File: src/design/twscs_pkg.sv
// Shared types, command codes and byte classification for the text statistics block.
package twscs_pkg;

	localparam int LETTER_BINS = 26;
	localparam int DIGIT_BINS  = 10;
	localparam int NUM_BINS    = LETTER_BINS + DIGIT_BINS;
	localparam int BIN_W       = 6;
	localparam int OUT_W       = 32;

	localparam logic [1:0] CMD_FEED  = 2'd0;
	localparam logic [1:0] CMD_READ  = 2'd1;
	localparam logic [1:0] CMD_CLEAR = 2'd2;

	typedef struct packed {
		logic             hit;
		logic [BIN_W-1:0] idx;
	} bin_sel_t;

	function automatic logic is_separator(input logic [7:0] c);
		return (c >= 8'd32 && c <= 8'd47) || (c >= 8'd58 && c <= 8'd64) ||
			(c >= 8'd91 && c <= 8'd96) || (c >= 8'd123 && c <= 8'd126) ||
			(c == 8'd10);
	endfunction

	function automatic logic is_sentence_end(input logic [7:0] c);
		return (c == 8'h21) || (c == 8'h2E) || (c == 8'h3F);
	endfunction

	function automatic bin_sel_t bin_of(input logic [7:0] c);
		bin_sel_t r;
		logic [7:0] d;
		r.hit = 1'b0;
		r.idx = '0;
		if (c >= 8'h41 && c <= 8'h5A) begin
			d     = c - 8'h41;
			r.hit = 1'b1;
			r.idx = d[BIN_W-1:0];
		end else if (c >= 8'h61 && c <= 8'h7A) begin
			d     = c - 8'h61;
			r.hit = 1'b1;
			r.idx = d[BIN_W-1:0];
		end else if (c >= 8'h30 && c <= 8'h39) begin
			d     = c - 8'h30 + 8'(LETTER_BINS);
			r.hit = 1'b1;
			r.idx = d[BIN_W-1:0];
		end
		return r;
	endfunction

	function automatic bin_sel_t bin_at(input logic [BIN_W-1:0] i);
		bin_sel_t r;
		r.hit = (i < BIN_W'(NUM_BINS));
		r.idx = i;
		return r;
	endfunction

endpackage

File: src/design/twscs_bin_ram.sv
// Histogram bin memory with per-entry valid bits, bulk clear and write forwarding.
module twscs_bin_ram import twscs_pkg::*; #(
	parameter int COUNT_WIDTH = 32
) (
	input  logic                   clk,
	input  logic                   arst_n,
	input  logic                   rd_en,
	input  logic [BIN_W-1:0]       rd_addr,
	input  logic                   wr_en,
	input  logic [BIN_W-1:0]       wr_addr,
	input  logic [COUNT_WIDTH-1:0] wr_data,
	input  logic                   clr,
	output logic [COUNT_WIDTH-1:0] rd_data
);

	logic [COUNT_WIDTH-1:0] mem [NUM_BINS];
	logic [NUM_BINS-1:0]    valid_q;
	logic [COUNT_WIDTH-1:0] mem_rd_q;
	logic [BIN_W-1:0]       rd_addr_q;
	logic                   fwd_en_q;
	logic [BIN_W-1:0]       fwd_addr_q;
	logic [COUNT_WIDTH-1:0] fwd_data_q;

	always_ff @(posedge clk) begin
		if (wr_en) begin
			mem[wr_addr] <= wr_data;
		end
		if (rd_en) begin
			mem_rd_q  <= mem[rd_addr];
			rd_addr_q <= rd_addr;
		end
		if (wr_en) begin
			fwd_addr_q <= wr_addr;
			fwd_data_q <= wr_data;
		end
	end

	always_ff @(posedge clk or negedge arst_n) begin
		if (!arst_n) begin
			valid_q  <= '0;
			fwd_en_q <= 1'b0;
		end else if (clr) begin
			valid_q  <= '0;
			fwd_en_q <= 1'b0;
		end else if (wr_en) begin
			valid_q[wr_addr] <= 1'b1;
			fwd_en_q         <= 1'b1;
		end
	end

	always_comb begin
		if (fwd_en_q && fwd_addr_q == rd_addr_q) begin
			rd_data = fwd_data_q;
		end else if (valid_q[rd_addr_q]) begin
			rd_data = mem_rd_q;
		end else begin
			rd_data = '0;
		end
	end

endmodule

File: src/design/text_word_sentence_char_stats.sv
// Top level: word, sentence and character histogram statistics over a byte stream.
//
// Input channel (in_valid/in_stall) carries cmd, data_byte and bin_index.
// cmd FEED classifies one text byte, counts word and sentence starts and
// bumps the letter or digit bin of the byte; READ returns one bin; CLEAR
// zeroes all counts. Every item gives exactly one result on the output
// channel (out_valid/out_stall): word_count, sentence_count, bin_count.
// A result is registered after its input transfer: the transfer
// launches the synchronous bin memory read, and the following advance
// of the second stage registers the update and the result.
// Throughput is one item per cycle while out_stall is low; the read-modify-write of a bin closes
// in the second stage and a one-entry write forward covers back-to-back
// hits on the same bin.
// Reset clears all counts at once through per-bin valid bits; no sweep.
// When out_stall holds a result, the second stage can still fill, so one
// more item is taken before in_stall rises. Counters saturate at
// 2^COUNT_WIDTH - 1 and are shown in the low 32 bits of each result.
module text_word_sentence_char_stats import twscs_pkg::*; #(
	parameter int COUNT_WIDTH = 32
) (
	input  logic              clk,
	input  logic              arst_n,
	input  logic              in_valid,
	output logic              in_stall,
	input  logic [1:0]        cmd,
	input  logic [7:0]        data_byte,
	input  logic [BIN_W-1:0]  bin_index,
	output logic              out_valid,
	input  logic              out_stall,
	output logic [OUT_W-1:0]  word_count,
	output logic [OUT_W-1:0]  sentence_count,
	output logic [OUT_W-1:0]  bin_count
);

	localparam int EXT_W = COUNT_WIDTH + OUT_W;

	logic                   in_xfer;
	logic                   adv_s1;
	bin_sel_t               sel;
	logic                   valid_s1;
	logic [1:0]             cmd_s1;
	logic [7:0]             byte_s1;
	logic                   hit_s1;
	logic [BIN_W-1:0]       addr_s1;
	logic [COUNT_WIDTH-1:0] rd_data;
	logic [COUNT_WIDTH-1:0] bin_inc;
	logic                   is_feed;
	logic                   is_sep;
	logic                   word_start;
	logic                   wr_en;
	logic                   clr;
	logic [COUNT_WIDTH-1:0] words_q;
	logic [COUNT_WIDTH-1:0] sentences_q;
	logic                   between_q;
	logic                   after_end_q;
	logic [COUNT_WIDTH-1:0] words_nxt;
	logic [COUNT_WIDTH-1:0] sentences_nxt;
	logic                   between_nxt;
	logic                   after_end_nxt;
	logic [COUNT_WIDTH-1:0] bin_val;
	logic [EXT_W-1:0]       words_ext;
	logic [EXT_W-1:0]       sentences_ext;
	logic [EXT_W-1:0]       bin_ext;
	logic                   out_valid_q;
	logic [OUT_W-1:0]       word_count_q;
	logic [OUT_W-1:0]       sentence_count_q;
	logic [OUT_W-1:0]       bin_count_q;

	function automatic logic [COUNT_WIDTH-1:0] sat_inc(input logic [COUNT_WIDTH-1:0] v);
		return (&v) ? v : v + COUNT_WIDTH'(1);
	endfunction

	assign adv_s1   = !out_valid_q || !out_stall;
	assign in_stall = valid_s1 && !adv_s1;
	assign in_xfer  = in_valid && !in_stall;

	always_comb begin
		unique case (cmd)
			CMD_FEED: sel = bin_of(data_byte);
			CMD_READ: sel = bin_at(bin_index);
			default:  sel = '0;
		endcase
	end

	always_ff @(posedge clk or negedge arst_n) begin
		if (!arst_n) begin
			valid_s1 <= 1'b0;
		end else if (adv_s1 || !valid_s1) begin
			valid_s1 <= in_xfer;
		end
	end

	always_ff @(posedge clk) begin
		if (in_xfer) begin
			cmd_s1  <= cmd;
			byte_s1 <= data_byte;
			hit_s1  <= sel.hit;
			addr_s1 <= sel.idx;
		end
	end

	twscs_bin_ram #(
		.COUNT_WIDTH(COUNT_WIDTH)
	) u_bin_ram (
		.clk    (clk),
		.arst_n (arst_n),
		.rd_en  (in_xfer && sel.hit),
		.rd_addr(sel.idx),
		.wr_en  (wr_en),
		.wr_addr(addr_s1),
		.wr_data(bin_inc),
		.clr    (clr),
		.rd_data(rd_data)
	);

	assign is_feed    = (cmd_s1 == CMD_FEED);
	assign is_sep     = is_separator(byte_s1);
	assign word_start = is_feed && !is_sep && between_q;
	assign bin_inc    = sat_inc(rd_data);
	assign wr_en      = valid_s1 && adv_s1 && is_feed && hit_s1;
	assign clr        = valid_s1 && adv_s1 && (cmd_s1 == CMD_CLEAR);

	always_comb begin
		words_nxt     = words_q;
		sentences_nxt = sentences_q;
		between_nxt   = between_q;
		after_end_nxt = after_end_q;
		bin_val       = '0;
		unique case (cmd_s1)
			CMD_FEED: begin
				if (is_sep) begin
					between_nxt = 1'b1;
					if (is_sentence_end(byte_s1)) begin
						after_end_nxt = 1'b1;
					end
				end else begin
					if (word_start) begin
						words_nxt = sat_inc(words_q);
						if (after_end_q) begin
							sentences_nxt = sat_inc(sentences_q);
						end
						between_nxt   = 1'b0;
						after_end_nxt = 1'b0;
					end
					if (hit_s1) begin
						bin_val = bin_inc;
					end
				end
			end
			CMD_READ: begin
				if (hit_s1) begin
					bin_val = rd_data;
				end
			end
			CMD_CLEAR: begin
				words_nxt     = '0;
				sentences_nxt = '0;
				between_nxt   = 1'b1;
				after_end_nxt = 1'b1;
			end
			default: begin
			end
		endcase
	end

	always_ff @(posedge clk or negedge arst_n) begin
		if (!arst_n) begin
			words_q     <= '0;
			sentences_q <= '0;
			between_q   <= 1'b1;
			after_end_q <= 1'b1;
		end else if (valid_s1 && adv_s1) begin
			words_q     <= words_nxt;
			sentences_q <= sentences_nxt;
			between_q   <= between_nxt;
			after_end_q <= after_end_nxt;
		end
	end

	assign words_ext     = {{OUT_W{1'b0}}, words_nxt};
	assign sentences_ext = {{OUT_W{1'b0}}, sentences_nxt};
	assign bin_ext       = {{OUT_W{1'b0}}, bin_val};

	always_ff @(posedge clk or negedge arst_n) begin
		if (!arst_n) begin
			out_valid_q <= 1'b0;
		end else if (adv_s1) begin
			out_valid_q <= valid_s1;
		end
	end

	always_ff @(posedge clk) begin
		if (valid_s1 && adv_s1) begin
			word_count_q     <= words_ext[OUT_W-1:0];
			sentence_count_q <= sentences_ext[OUT_W-1:0];
			bin_count_q      <= bin_ext[OUT_W-1:0];
		end
	end

	assign out_valid      = out_valid_q;
	assign word_count     = word_count_q;
	assign sentence_count = sentence_count_q;
	assign bin_count      = bin_count_q;

endmodule

File: config.mk
export PLATFORM = sky130hd
export DESIGN_NAME = text_word_sentence_char_stats
export DESIGN_NICKNAME = d
export VERILOG_FILES = /design/src/design/twscs_pkg.sv /design/src/design/twscs_bin_ram.sv /design/src/design/text_word_sentence_char_stats.sv
export SDC_FILE = /design/constraint.sdc
export NUM_CORES = 2
export LEC_CHECK = 0
export ABC_CLOCK_PERIOD_IN_PS = 12600
export BUFFER_PORTS_ARGS = -buffer_cell sky130_fd_sc_hd__buf_4
export CAP_MARGIN = 5
export CORE_MARGIN = 3
export CORE_UTILIZATION = 60
export CTS_BUF_LIST = sky130_fd_sc_hd__clkbuf_4
export DETAILED_ROUTE_END_ITERATION = 8
export GPL_TIMING_DRIVEN = 0
export PLACE_DENSITY = 0.77
export SYNTH_ARGS = -nofsm -noshare
export SYNTH_HDL_FRONTEND = slang
export SYNTH_HIERARCHICAL = 1
export SYNTH_SLANG_ARGS = --single-unit
export TNS_END_PERCENT = 20
File: constraint.sdc
create_clock -name clk -period 12.6 [get_ports clk]
set_input_delay 1.26 -clock clk [delete_from_list [all_inputs] [get_ports clk]]
set_output_delay 1.26 -clock clk [all_outputs]
set_load 0.1 [all_outputs]
* After elaboration in Yosys (flattened, before gate mapping)
Memories as Yosys holds them, arrays and structs flattened. A register that Yosys moved wholly into a read port is not among the register bits.
Index checks and enable logic that the tools add are counted.
** Word-level totals
- Flip-flop bits (word level) :: 262
- Bits in writable memories :: 1152
- Input bits :: 20
- Output and inout bits :: 98
- Word-level logic and storage cells :: 132
- Memories kept :: 1
** Memory list
- u_bin_ram.mem :: depth 36, width 32, rd ports 1, clocked after memory_dff 1, wr ports 1, line twscs_bin_ram.sv:16 : logic [COUNT_WIDTH-1:0] mem [NUM_BINS];
** Operators by class
- $add $sub $neg :: 7
- $lt $le $gt $ge :: 18
- Equal/unequal tests :: 10
- Muxes and demuxes :: 36
- Bitwise gates (word level) :: 1
- Reductions and logical operators :: 41
** Operators with widths (count)
- 2-to-1 mux 32 bit :: 13
- case mux 32 bit (2 select lines) :: 3
- adder 32 x 1 -> 32 bit, second input constant :: 3
- AND reduction 32 bit :: 3
- 2-to-1 mux 36 bit :: 2
- less-or-equal comparator 8 x 7 -> 1 bit, second input constant :: 5
- bitwise OR 36 bit :: 1
- greater-or-equal comparator 8 x 7 -> 1 bit, second input constant :: 4
- equality test 8 x 6 -> 1 bit, second input constant :: 3
- greater-or-equal comparator 8 x 6 -> 1 bit, second input constant :: 3
- 2-to-1 mux 7 bit :: 3
- logical AND 1 bit :: 18
- less-or-equal comparator 8 x 6 -> 1 bit, second input constant :: 2
- < comparator 6 x 7 -> 1 bit, second input constant :: 2
- case mux 7 bit (2 select lines) :: 1
- subtractor 6 bit, second input constant :: 2
- 2-to-1 mux 1 bit :: 10
- equality test 8 x 4 -> 1 bit, second input constant :: 1
- logical OR 1 bit :: 8
- adder 6 x 5 -> 6 bit, second input constant :: 1
- binary-select mux 1 bit (select 6 bit) :: 1
- demux 1 bit (select 6 bit) :: 1
- equality test 6 bit :: 1
- greater-or-equal comparator 6 x 1 -> 1 bit, second input constant :: 1
- 12 further kinds :: 21

* Longest topological paths before layout
- Depth in word-level cells :: 12
- Mapped depth :: 19
- Gate-level depth less buffers :: 14

* By module
The synthesis kept the hierarchy.
** Modules (own cells, without submodules)
- twscs_bin_ram :: times used 1, cells an instance 2130, area each 47623.2 um^2, sequential area each 37801.3 um^2
- text_word_sentence_char_stats :: times used 1, cells an instance 1092, area each 10346.2 um^2, sequential area each 5097.4 um^2

* Worst setup path after synthesis
OpenSTA, ideal clock, no wires.
- Kind :: input-to-reg
- From :: in out_stall
- To :: mem u_bin_ram.mem[19][0] (enable)
- Setup time :: 0.423 ns
- Data arrival time :: 7.046 ns
- Required time :: 12.177 ns
- Slack :: 5.131 ns
- Stages on the path :: 7
- Path buffers :: 2
- Cell sequence :: nand2_1 nand2_1 clkbuf_1 buf_1 nor3_1 nand3_1 nor2_1
** On the way
- Longest elaborated chain between the ends :: 7
** Ends and longest elaborated chain
- from (decl) :: line text_word_sentence_char_stats.sv:29 : input logic out_stall,
- logical NOT 1 bit :: line text_word_sentence_char_stats.sv:73 : assign adv_s1 = !out_valid_q || !out_stall;
- logical OR 1 bit :: line text_word_sentence_char_stats.sv:73
- logical AND 1 bit (3 in series) :: line text_word_sentence_char_stats.sv:120 : assign wr_en = valid_s1 && adv_s1 && is_feed && hit_s1;
- via wr_en :: line text_word_sentence_char_stats.sv:50 : logic wr_en;
- 2-to-1 mux 1 bit :: line twscs_bin_ram.sv:25 : if (wr_en) begin
- 2-to-1 mux 1 bit (implied by the code) :: line twscs_bin_ram.sv:26 : mem[wr_addr] <= wr_data;
- to (decl) :: line twscs_bin_ram.sv:16
The timed path passes the listed nets, and every way through them passes these cells.

* Worst setup path in the final report
- From :: reg u_bin_ram.rd_addr_q[1]
- To :: mem u_bin_ram.mem[31][11], data pin
** On the way
- Longest elaborated chain between the ends :: 6
- Elaborated cells between the ends (all ways) :: 9
- Those cells by class :: 1 x add/sub; 1 x eq/ne; 5 x mux; 2 x reduce/logical
** Ends and longest elaborated chain
- from (decl) :: line twscs_bin_ram.sv:19 : logic [BIN_W-1:0] rd_addr_q;
- from (signal assigned) :: line twscs_bin_ram.sv:30 : rd_addr_q <= rd_addr;
- binary-select mux 1 bit (select 6 bit) :: line twscs_bin_ram.sv:54 : end else if (valid_q[rd_addr_q]) begin
- 2-to-1 mux 1 bit (implied by the code) :: line twscs_bin_ram.sv:54
- 2-to-1 mux 32 bit :: line twscs_bin_ram.sv:54
- 2-to-1 mux 32 bit (*) :: line twscs_bin_ram.sv:52 : if (fwd_en_q && fwd_addr_q == rd_addr_q) begin
- via rd_data[10] :: line text_word_sentence_char_stats.sv:45 : logic [COUNT_WIDTH-1:0] rd_data;
- adder 32 x 1 -> 32 bit / AND reduction 32 bit (equally long branches) :: line text_word_sentence_char_stats.sv:70 : return (&v) ? v : v + COUNT_WIDTH'(1);
- 2-to-1 mux 32 bit (*) :: line text_word_sentence_char_stats.sv:70
- via bin_inc[11] :: line text_word_sentence_char_stats.sv:46 : logic [COUNT_WIDTH-1:0] bin_inc;
Mark *: on every way through the listed nets, which the timed path passes. The rest lies on a longest branch. The select of a mux whose other input is x is not followed.

==> flow_metrics.py <==
metrics = {
    "outcome": {
        "status": "complete, no violations",
    },
    "critical_path": {
        "worstSetupPathType": "register to register",
        "crit_slowest_cell": "sky130_fd_sc_hd__nor4_1",
        "critical_path.max_stage_delay_ps": 850,
        "worstPathCellList": "clkbuf_8, buf_2, xor2_1, nor4_2, buf_2, mux2i_1, nor2_1, and3_1, and4_1, clkbuf_1, and4_4, buf_4, nor4_1, xor2_4",
        "worst_setup_path_end_kind": "register",
        "worstSetupStartpointType": "register",
        "cp_data_required_time_ps": 13390,
        "timing.critical_path.arrival_ps": 6780,
        "most_frequent_cp_cell": "sky130_fd_sc_hd__buf_2",
        "worstPathMaxFanout": 37,
        "setup_slack_of_the_most_critical_reg_to_reg_path_ps": 6600,
    },
    "sta": {
        "rsz0062_at_grt": "no",
        "max_slew_margin_pct": 18.0,
        "hold_slack_ps": 303,
        "finalSetupViolations": 0,
        "timing.final.max_slew_violations": 0,
        "final_hold_viol_count": 0,
        "max_slew.worst_pin.slew_ps": 1230,
        "fmax_mhz": 167,
        "setup_total_negative_slack_ps": 0,
        "worst_clock_skew_ps": 154,
        "period_share_pct": 47.6,
        "finalCriticalPeriod_ps": 6000,
    },
    "grt": {
        "grt_start_max_net_pins": 76,
        "globalRoute.totalOverflow": 0,
        "globalRouteTotalUtil_pct": 32.2,
        "vias_in_the_first_global_route": 35600,
        "antenna_found_initial": 4,
        "grt_first_pass_wirelength_um": 231000,
    },
    "clock_tree": {
        "cts-resized-gates": 0,
        "htree_num_levels": 5,
        "insertion_delay_ps": 1270,
        "clock_root_buffer_master": "sky130_fd_sc_hd__clkbuf_4",
        "tritoncts": "built",
        "clock-sinks": 1446,
        "clk_pin_slew_worst_paths_ps": 60,
        "cts_setup_buffers": 0,
        "tritoncts.num_buffers": 365,
        "clockBufferDepth": 4,
    },
    "synth": {
        "synth_seq_area_share_pct": 74.0,
        "synthesis.instances": 3222,
        "postSynthNetCount": 3252,
        "yosys.area.top_type_share_pct": 69.5,
        "synth.mux.area_fraction_pct": 12.1,
        "synth.distinct_cells": 84,
        "synth-edff-count": 1341,
        "post_synth.cell_area_avg_um2": 18.0,
        "top_ff_cell_synth": "sky130_fd_sc_hd__edfxtp_1",
        "synth_warnings": 6,
        "synth.ff_latch_count": 1446,
        "largest_family_of_logic_cells_by_synthesized_area": "multiplexers",
        "synth-async-reset-ratio_pct": 7.26,
        "synth_adder_area_share_pct": 0.216,
        "synthTopCellsByArea": "sky130_fd_sc_hd__edfxtp_1 69%, sky130_fd_sc_hd__mux4_2 11%, sky130_fd_sc_hd__dfrtp_1 4.4%",
        "synth_simple_gate_area_share_pct": 6.69,
        "synth_xor_area_share_pct": 1.22,
        "synth-compound-area-share_pct": 4.19,
        "syn_area_um2": 58000,
        "synth_top_area_cell": "sky130_fd_sc_hd__edfxtp_1",
    },
    "worst_hold_path": {
        "holdCritPathClass": "input port to register",
    },
    "floorplan": {
        "floorplan.io_pins": 118,
        "floorplan_core_area_um2": 95400,
        "chipHeight_um": 317,
        "die_w_um": 317,
        "die_area_um2": 100000,
        "rows": 113,
        "floorplan.initialDensity_pct": 60.7,
    },
    "job": {
        "drv.max_cap_violation_count": 0,
    },
    "placement": {
        "post-dp-hpwl_um": 110000,
        "place_congestion": 0.901,
        "port_buffers": 117,
    },
    "finish": {
        "most-common-layout-cells": "1341 x sky130_fd_sc_hd__edfxtp_1, 506 x sky130_fd_sc_hd__clkbuf_4, 293 x sky130_fd_sc_hd__mux4_2, 220 x sky130_fd_sc_hd__nor2_1, 160 x sky130_fd_sc_hd__nand2_1",
        "post_route_cells_drive_above_1_share_pct": 29.6,
        "mostFrequentLayoutCell": "sky130_fd_sc_hd__edfxtp_1",
        "multi_input_comb_area_um2": 14700,
        "register_area_um2": 42900,
        "final.fill_count": 5905,
        "synthToLayoutAreaGrowth_pct": 15.3,
        "layout_net_count": 3813,
    },
    "detailed_routing": {
        "drt_pre_antenna_iters": 8,
        "drc": 0,
        "route.vias.total": 35100,
        "drt_iter0_drc": 4658,
        "ant_nets": 0,
        "route.detailed.wl_per_inst_um": 30.0,
        "drt-total-wl_um": 160000,
        "detail_route.vias_per_cell": 6.61,
    },
    "power": {
        "total_leakage_power_nw": 22.5,
        "ir_worst_vdd_mv": 0.110,
        "cellPowerDensity_nw_per_um2": 148,
    },
}
## flip-flops by register name, summed over array words and instances, names as in the netlist, 8 cells and up
| signal | flops |
|---|---|
| u_bin_ram/fwd_data_q | 32 |
| u_bin_ram/valid_q | 36 |
| sentences_q | 32 |
| sentence_count | 32 |
| word_count | 32 |
| u_bin_ram/mem | 1152 |
| u_bin_ram/mem_rd_q | 32 |
| words_q | 32 |
| bin_count | 32 |
| byte_s1 | 8 |
## report_power, final
group          total, mW  switching (mW)  internal, mW  leakage (nW)
registers           5.34          0.0543          5.28          13.9
logic              0.789           0.563         0.225          6.01
clock network       3.78            1.83          1.95          2.61
total               9.91            2.44          7.46          22.5
## routing by layer
metal / part of all wire, % / vias to the layer above / routed length, um / global-route usage, %
li1: - / 14400 / - / -
met1: 34 / 17600 / 54800 / 41.2
met2: 49 / 2561 / 78900 / 52.6
met3: 11 / 544 / 17700 / 7.68
met4: 5.1 / 5 / 8090 / 15.6
met5: 0.061 / - / 97 / 0
## worst paths after layout
check | depth (start not counted) | to | start
setup / recovery | 14 | u_bin_ram/mem[31][11]$_DFFE_PP_ | u_bin_ram/rd_addr_q[1]$_DFFE_PP_
hold / removal | 2 | valid_s1$_DFFE_PN0N_ | in_valid
setup reg to reg | 14 | u_bin_ram/mem[31][11]$_DFFE_PP_ | u_bin_ram/rd_addr_q[1]$_DFFE_PP_
hold reg to reg | 2 | between_q$_DFFE_PN1P_ | between_q$_DFFE_PN1P_
max in group asynchronous | 3 | between_q$_DFFE_PN1P_ | arst_n
min in group asynchronous | 2 | words_q[19]$_DFFE_PN0P_ | arst_n
## worst max-delay path, delay by kind of cell, from the launching register on
| family | cells | cell delay, ps |
|---|---|---|
| buf+inv | 5 | 1200 |
| simple gates | 6 | 2590 |
| mux | 1 | 370 |
| xor+xnor | 2 | 1030 |
| flops | 1 | 380 |
## repair_timing
item,4_1_cts,5_1_grt
hold endpoints to repair,15,0
hold buffers,1,0
endpoints found under the setup margin,0,0
## synth_stat cells, types with 3 or more instances
| cell type | number |
|---|---|
| sky130_fd_sc_hd__nand4_1 | 38 |
| sky130_fd_sc_hd__mux4_2 | 293 |
| sky130_fd_sc_hd__or4_1 | 53 |
| sky130_fd_sc_hd__clkbuf_8 | 3 |
| sky130_fd_sc_hd__o311ai_0 | 8 |
| sky130_fd_sc_hd__xor2_1 | 42 |
| sky130_fd_sc_hd__o21ai_0 | 98 |
| sky130_fd_sc_hd__a21oi_1 | 32 |
| sky130_fd_sc_hd__nor4_1 | 13 |
| sky130_fd_sc_hd__o22ai_1 | 130 |
| sky130_fd_sc_hd__nor2b_1 | 15 |
| sky130_fd_sc_hd__buf_6 | 4 |
| sky130_fd_sc_hd__nor2_1 | 256 |
| sky130_fd_sc_hd__buf_1 | 9 |
| sky130_fd_sc_hd__a21o_1 | 4 |
| sky130_fd_sc_hd__and3_1 | 21 |
| sky130_fd_sc_hd__nand3_1 | 100 |
| sky130_fd_sc_hd__a32oi_1 | 4 |
| sky130_fd_sc_hd__or3_1 | 31 |
| sky130_fd_sc_hd__a211oi_1 | 3 |
| sky130_fd_sc_hd__or3b_2 | 4 |
| sky130_fd_sc_hd__mux2i_1 | 35 |
| sky130_fd_sc_hd__and4_1 | 9 |
| sky130_fd_sc_hd__nor3_1 | 18 |
| sky130_fd_sc_hd__xnor2_1 | 39 |
| sky130_fd_sc_hd__ha_1 | 10 |
| sky130_fd_sc_hd__inv_1 | 24 |
| sky130_fd_sc_hd__clkbuf_1 | 91 |
| sky130_fd_sc_hd__nand3b_1 | 10 |
| sky130_fd_sc_hd__edfxtp_1 | 1341 |
| sky130_fd_sc_hd__nand2b_1 | 12 |
| sky130_fd_sc_hd__and2_1 | 11 |
| sky130_fd_sc_hd__nor3b_1 | 4 |
| sky130_fd_sc_hd__a31oi_1 | 16 |
| sky130_fd_sc_hd__nand2_1 | 160 |
| sky130_fd_sc_hd__o21ai_1 | 3 |
| sky130_fd_sc_hd__buf_2 | 52 |
| sky130_fd_sc_hd__o31ai_1 | 26 |
| sky130_fd_sc_hd__o211ai_1 | 12 |
| sky130_fd_sc_hd__dfrtp_1 | 103 |
| sky130_fd_sc_hd__o41ai_1 | 4 |
| sky130_fd_sc_hd__nor4_2 | 3 |
| sky130_fd_sc_hd__buf_4 | 17 |
| sky130_fd_sc_hd__a2111oi_0 | 4 |
| sky130_fd_sc_hd__a22o_1 | 6 |
## cell families (layout without fill, tap and decap cells)
family / after synthesis / count (layout)
other cells: 0 / 11
compound gates: 378 / 378
buf+inv: 200 / 1014
flops: 1446 / 1446
fa+ha+maj: 10 / 10
mux: 330 / 330
simple gates: 777 / 777
xor+xnor: 81 / 81
## layout make-up
type / instances / area share [%]
clock buffers: 505 / 5.67
clock inverters: 115 / 0.893
flip-flops and latches: 1446 / 64.2
plain buffers: 176 / 1.28
repair buffers: 194 / 3.46
inverters: 24 / 0.135
diodes: 11 / 0.0412
multi-input cells: 1576 / 22.0
well taps: 1265 / 2.37
## per-stage QoR
| stage | area [um2] | cells | power [mW] | util [%] | setup slack (ps) |
|---|---|---|---|---|---|
| final | 66800 | 5312 | 9.91 | 70.0 | 6600 |
| after global routing | 66800 | 5307 | 10.3 | 70.0 | 6380 |
| after CTS | 66800 | 5301 | 9.96 | 70.0 | 6620 |
| after detailed placement | 62400 | 4680 | 6.22 | 65.4 | 5610 |
| after global placement | 60400 | 4604 | 6.19 | 63.3 | 729 |
| after floorplan | 58000 | 3222 | 5.95 | - | 5130 |
(Power assumes the default switching activity.)
